File: config.mk
export PLATFORM = sky130hd
export DESIGN_NAME = silu_recip_div
export DESIGN_NICKNAME = d
export VERILOG_FILES = /design/src/sv/silu_pkg.sv /design/src/sv/silu_recip_div.sv
export SDC_FILE = /design/constraint.sdc
export NUM_CORES = 2
export LEC_CHECK = 0
export ABC_CLOCK_PERIOD_IN_PS = 8500
export BUFFER_PORTS_ARGS = -buffer_cell sky130_fd_sc_hd__buf_4
export CORE_UTILIZATION = 65
export DETAILED_ROUTE_END_ITERATION = 10
export PLACE_DENSITY = 0.82
export SLEW_MARGIN = 20
export SYNTH_ARGS = -nofsm -noshare
export SYNTH_HDL_FRONTEND = slang
export SYNTH_SLANG_ARGS = --single-unit
File: constraint.sdc
create_clock -name clk -period 8.5 [get_ports clk]
set_input_delay 0.85 -clock clk [delete_from_list [all_inputs] [get_ports clk]]
set_output_delay 0.85 -clock clk [all_outputs]
set_load 0.05 [all_outputs]
File: src/sv/silu_pkg.sv
`timescale 1ns / 1ps
// ----------------------------------------------------------------------------
// silu_pkg
// Shared widths, fixed-point constants and sideband type for the SiLU
// activation pipeline.
// ----------------------------------------------------------------------------
package silu_pkg;

    localparam int FRAC_BITS = 12;
    localparam int DATA_W    = 16;
    localparam int MAG_W     = DATA_W;

    // internal Q30 arithmetic
    localparam int              Q_BITS = 30;
    localparam longint unsigned Q_ONE  = 64'd1 << Q_BITS;
    localparam longint unsigned LN2_Q  = 64'd744261118;

    localparam int EXP_TERMS = 16;

    // range reduction
    localparam int              A_SHIFT = Q_BITS - FRAC_BITS;
    localparam int              A_W     = MAG_W + A_SHIFT;
    localparam longint unsigned A_MAX   = (64'd1 << (DATA_W - 1)) << A_SHIFT;
    localparam int              K_LIMIT = 62;
    localparam int              K_FULL  = int'(A_MAX / LN2_Q);
    localparam int              K_NUM   = (K_FULL < K_LIMIT) ? K_FULL : K_LIMIT;
    localparam int              K_W     = $clog2(K_NUM + 1);
    localparam bit              ZERO_EN = (K_NUM == K_LIMIT);

    // series and exponent
    localparam int T_W   = Q_BITS;
    localparam int E_W   = Q_BITS + 1;
    localparam int SUM_W = Q_BITS + 2;

    // reciprocal divider
    localparam int              D_W          = Q_BITS + 2;
    localparam int              QUO_W        = 32;
    localparam int              DIV_STEPS    = 2;
    localparam int              DIV_STAGES   = QUO_W / DIV_STEPS;
    localparam longint unsigned DIV_REM_INIT = 64'd1 << (2 * Q_BITS - QUO_W);

    // sigmoid and product
    localparam int              S_W     = Q_BITS + 1;
    localparam int              M_W     = MAG_W + 1;
    localparam longint unsigned RND_Q   = 64'd1 << (Q_BITS - 1);
    localparam longint unsigned POS_LIM = (64'd1 << (DATA_W - 1)) - 64'd1;
    localparam longint unsigned NEG_LIM = 64'd1 << (DATA_W - 1);

    typedef struct packed {
        logic             neg;
        logic [MAG_W-1:0] mag;
        logic             last;
    } side_t;

endpackage

File: src/sv/silu_recip_div.sv
`timescale 1ns / 1ps
// ----------------------------------------------------------------------------
// silu_recip_div
// Pipelined restoring divider for 2^60 / (2^30 + e), two quotient bits per
// stage; gives the quotient and a nonzero-remainder flag.
// ----------------------------------------------------------------------------
module silu_recip_div (
    input  logic                     clk,
    input  logic                     rst_n,
    input  logic                     adv,
    input  logic                     in_valid,
    input  logic [silu_pkg::E_W-1:0] in_exp,
    input  silu_pkg::side_t          in_side,
    output logic                     out_valid,
    output logic [silu_pkg::S_W-1:0] out_quo,
    output logic                     out_rem_nz,
    output silu_pkg::side_t          out_side
);
    import silu_pkg::*;

    logic [DIV_STAGES:0] v_reg;
    logic [D_W-1:0]      den_reg [DIV_STAGES+1];
    logic [D_W-1:0]      rem_reg [DIV_STAGES+1];
    logic [QUO_W-1:0]    quo_reg [DIV_STAGES+1];
    side_t               side_reg [DIV_STAGES+1];

    always_ff @(posedge clk or negedge rst_n)
    begin
        if (!rst_n)
        begin
            v_reg <= '0;
        end
        else if (adv)
        begin
            v_reg <= {v_reg[DIV_STAGES-1:0], in_valid};
        end
    end

    always_ff @(posedge clk)
    begin
        if (adv)
        begin
            den_reg[0]  <= D_W'(Q_ONE) + D_W'(in_exp);
            rem_reg[0]  <= D_W'(DIV_REM_INIT);
            quo_reg[0]  <= '0;
            side_reg[0] <= in_side;
        end
    end

    generate
        for (genvar s = 1; s <= DIV_STAGES; s++)
        begin : g_step
            logic [D_W-1:0]   rem_w;
            logic [QUO_W-1:0] quo_w;
            logic [D_W:0]     sh_w;

            always_comb
            begin
                rem_w = rem_reg[s-1];
                quo_w = quo_reg[s-1];
                sh_w  = '0;
                for (int j = 0; j < DIV_STEPS; j++)
                begin
                    sh_w = {rem_w, 1'b0};
                    if (sh_w >= {1'b0, den_reg[s-1]})
                    begin
                        rem_w = D_W'(sh_w - {1'b0, den_reg[s-1]});
                        quo_w = {quo_w[QUO_W-2:0], 1'b1};
                    end
                    else
                    begin
                        rem_w = D_W'(sh_w);
                        quo_w = {quo_w[QUO_W-2:0], 1'b0};
                    end
                end
            end

            always_ff @(posedge clk)
            begin
                if (adv)
                begin
                    den_reg[s]  <= den_reg[s-1];
                    rem_reg[s]  <= rem_w;
                    quo_reg[s]  <= quo_w;
                    side_reg[s] <= side_reg[s-1];
                end
            end
        end
    endgenerate

    assign out_valid  = v_reg[DIV_STAGES];
    assign out_quo    = S_W'(quo_reg[DIV_STAGES]);
    assign out_rem_nz = |rem_reg[DIV_STAGES];
    assign out_side   = side_reg[DIV_STAGES];

endmodule

==> flow_summary.json <==
{
  "status": "complete, but fails checks",
  "violations": "design-rule violations",
  "synth_cell_types": 103,
  "cts_made_buffers": 167,
  "hpwl_mm": 225,
  "fill_cells": 12190,
  "fp-row-count": 150,
  "post_drt_wl_per_cell_um": 22.8,
  "core_mm2": 0.167,
  "multi_input_area_mm2": 0.0577,
  "rsz0062_at_grt": "no",
  "htreeDepth": 4,
  "viasPerCell": 6.45,
  "synth_top_area_share_pct": 43.5,
  "synthArstFlopShare_pct": 1.06,
  "syn_area_mm2": 0.110,
  "fp.dieW_um": 413,
  "min_path_type": "in2reg",
  "cp.required_ns": 9.07,
  "period_needed_ns": 7.88,
  "synth_edf_count": 1586,
  "min_from": "in_exp[15]",
  "clkTransAtPathRegs_ns": 0.06,
  "max_cap_viol_count": 0,
  "grt_max_degree": 203,
  "synth-seq-cells": 1603,
  "rr_endpoint": "rem_reg[5][3]",
  "die_height_um": 413,
  "endpoint_kind": "flop",
  "final_common_cell": "edfxtp_1",
  "firstDrtPassIters": 9,
  "drive_gt1_share_pct": 10.1,
  "cts-root-buf": "clkbuf_16",
  "seqCellArea_mm2": 0.0481,
  "final_max_slew_viol_count": 0,
  "drt_iter0_drc": 8617,
  "fin_crit_sh_pct": 92.7,
  "cp-start-kind": "flop",
  "drtAntennaViolNets": 0,
  "tightest_slew_ns": 1.13,
  "reg2reg_slack_ns": 0.62,
  "dr_total_vias": 83377,
  "yosysTopAreaCell": "edfxtp_1",
  "setup_viol_count_final": 0,
  "slew_headroom_pct": 25.0,
  "avgSynthCellArea_um2": 10.4,
  "synth_top_cells_by_area": "edfxtp_1, ha_1, mux2_2, xnor2_1, a21oi_1",
  "grt_pass1_wl_mm": 450,
  "gp_congestion": 0.991,
  "cts_tree": "done",
  "whs_endpoint": "den_reg[0][15]",
  "seq_area_frac_synth_pct": 43.8,
  "grt_pass1_vias": 80677,
  "initial_core_util_pct": 65.5,
  "cts_setup_buffers": 0,
  "synth_top_flop_cell": "edfxtp_1",
  "fin_skew_ns": 0.0413,
  "cts.repair.resized": 0,
  "die_area_mm2": 0.170,
  "drc": 2,
  "syn_nets": 11538,
  "path_class": "reg2reg",
  "overflow": 0,
  "syn2layout_area_growth_pct": 8.03,
  "clk-insertion-delay-late_ns": 0.87,
  "worstPathArrival_ns": 8.45,
  "fmax_mhz": 127,
  "path_max_fanout": 24,
  "antenna_found_initial": 10,
  "nets": 11637,
  "r2r-start": "den_reg[0][289]",
  "portBuffers": 103,
  "r2r_cells": 25,
  "yosysWarnings": 0,
  "grt_use_total_pct": 33.9,
  "cts_sinks": 1603,
  "finalSetupTns_ns": 0,
  "whs_path_depth": 1,
  "synth_cells": 10492,
  "finalHoldViolCount": 0,
  "routed_wl_mm": 295,
  "clockBufferDepth": 3,
  "io_pins": 104,
  "final_cell_mix": "edfxtp_1, ha_1, a21oi_1"
}
## critical path, cell delays in order (launching register included)
cell	delay (ns)
edfxtp_1	0.50
inv_1	0.17
ha_1	0.26
nor2b_1	0.13
o21ai_0	0.24
a21boi_1	0.15
o31ai_1	0.28
nand3b_1	0.18
a21oi_2	0.36
a31oi_1	0.18
o211ai_2	0.41
and2_1	0.53
inv_2	0.44
mux2_2	0.41
ha_1	0.40
a21o_1	0.17
a21oi_1	0.07
o21ai_0	0.38
nand3_1	0.12
nand2_1	0.10
a21oi_1	0.06
a31oi_1	0.44
a41oi_1	0.27
nand2_1	0.55
buf_4	0.37
mux2_2	0.42
## timing repair
action,4_1_cts,5_1_grt
hold buffers,1,0
setup endpoints to repair,0,0
endpoints found under the hold margin,17,0
## worst max path at each step
stage | start | to | slack, ns | cells after the start
global placement | den_reg[0][289] | rem_reg[5][3] | 0.87 | 25
global route | den_reg[0][289] | rem_reg[5][3] | 0.35 | 25
finish | den_reg[0][289] | rem_reg[5][3] | 0.62 | 25
floorplan | rem_reg[5][3] | rem_reg[5][56] | 2.33 | 25
detailed placement | den_reg[0][289] | rem_reg[5][3] | 0.83 | 25
CTS | den_reg[0][289] | rem_reg[5][3] | 0.74 | 25
## per-stage QoR
| step | std cells | area [um^2] | setup slack (ns) | hold WS (ns) | utilization (%) |
|---|---|---|---|---|---|
| 2_1_floorplan | 10492 | 110000 | 2.33 | 0.400 | - |
| 3_3_place_gp | 12625 | 113000 | 0.869 | 0.400 | 67.4 |
| 3_5_place_dp | 12625 | 113000 | 0.828 | 0.405 | 67.4 |
| 4_1_cts | 12928 | 118000 | 0.743 | 0.113 | 70.8 |
| 5_1_grt | 12928 | 118000 | 0.347 | 0.129 | 70.8 |
| 6_report | 12935 | 118000 | 0.621 | 0.158 | 70.8 |
## per-layer routing
| metal | vias up | routed length [um] | GRT usage, % |
|---|---|---|---|
| li1 | 39249 | - | - |
| met1 | 39904 | 116000 | 42.1 |
| met2 | 3383 | 144000 | 58.1 |
| met3 | 841 | 19300 | 4.57 |
| met4 | 0 | 16200 | 16.9 |
| met5 | - | 0 | 0 |
## cell type report
cell class / instances / share of cell area [%]
Clock inverter: 101 / 1.07
Antenna cell: 7 / 0.0148
Multi-Input combinational cell: 7898 / 48.8
Timing Repair Buffer: 163 / 1.15
Inverter: 758 / 2.40
Sequential cell: 1603 / 40.6
Tap cell: 2204 / 2.33
Clock buffer: 201 / 3.68
## cell usage after synthesis (all sizes together), types with 34 or more instances
library cell and instances:
edfxtp 1586, ha 978, a21oi 914, inv 754
nand2 703, nor2 686, o21ai 627, xnor2 565
mux2 550, a21o 511, xor2 300, nand3 176
o21a 142, nor3 138, nand4 137, nor2b 131
clkbuf 130, o21bai 128, a31oi 113, nand2b 106
buf 103, and3 98, a211oi 75, o31ai 69
o211ai 51, and2 50, nor4 44, or3 42
or2 37, a211o 34, mux2i 34
## cell families after synthesis
family,count (synthesis),share of synthesized area (%)
AND/OR/NAND/NOR,2453,10.7
XOR/XNOR,865,6.91
flip-flops,1603,43.8
multiplexers,584,6.06
AO/OA/AOI/OAI,3003,17.4
adder cells (fa/ha/maj),993,11.4
buffers and inverters,991,3.57
Power is left out: the tool's default activity adds up to more than one toggle a clock period on the data nets, which glitch-free logic cannot reach.
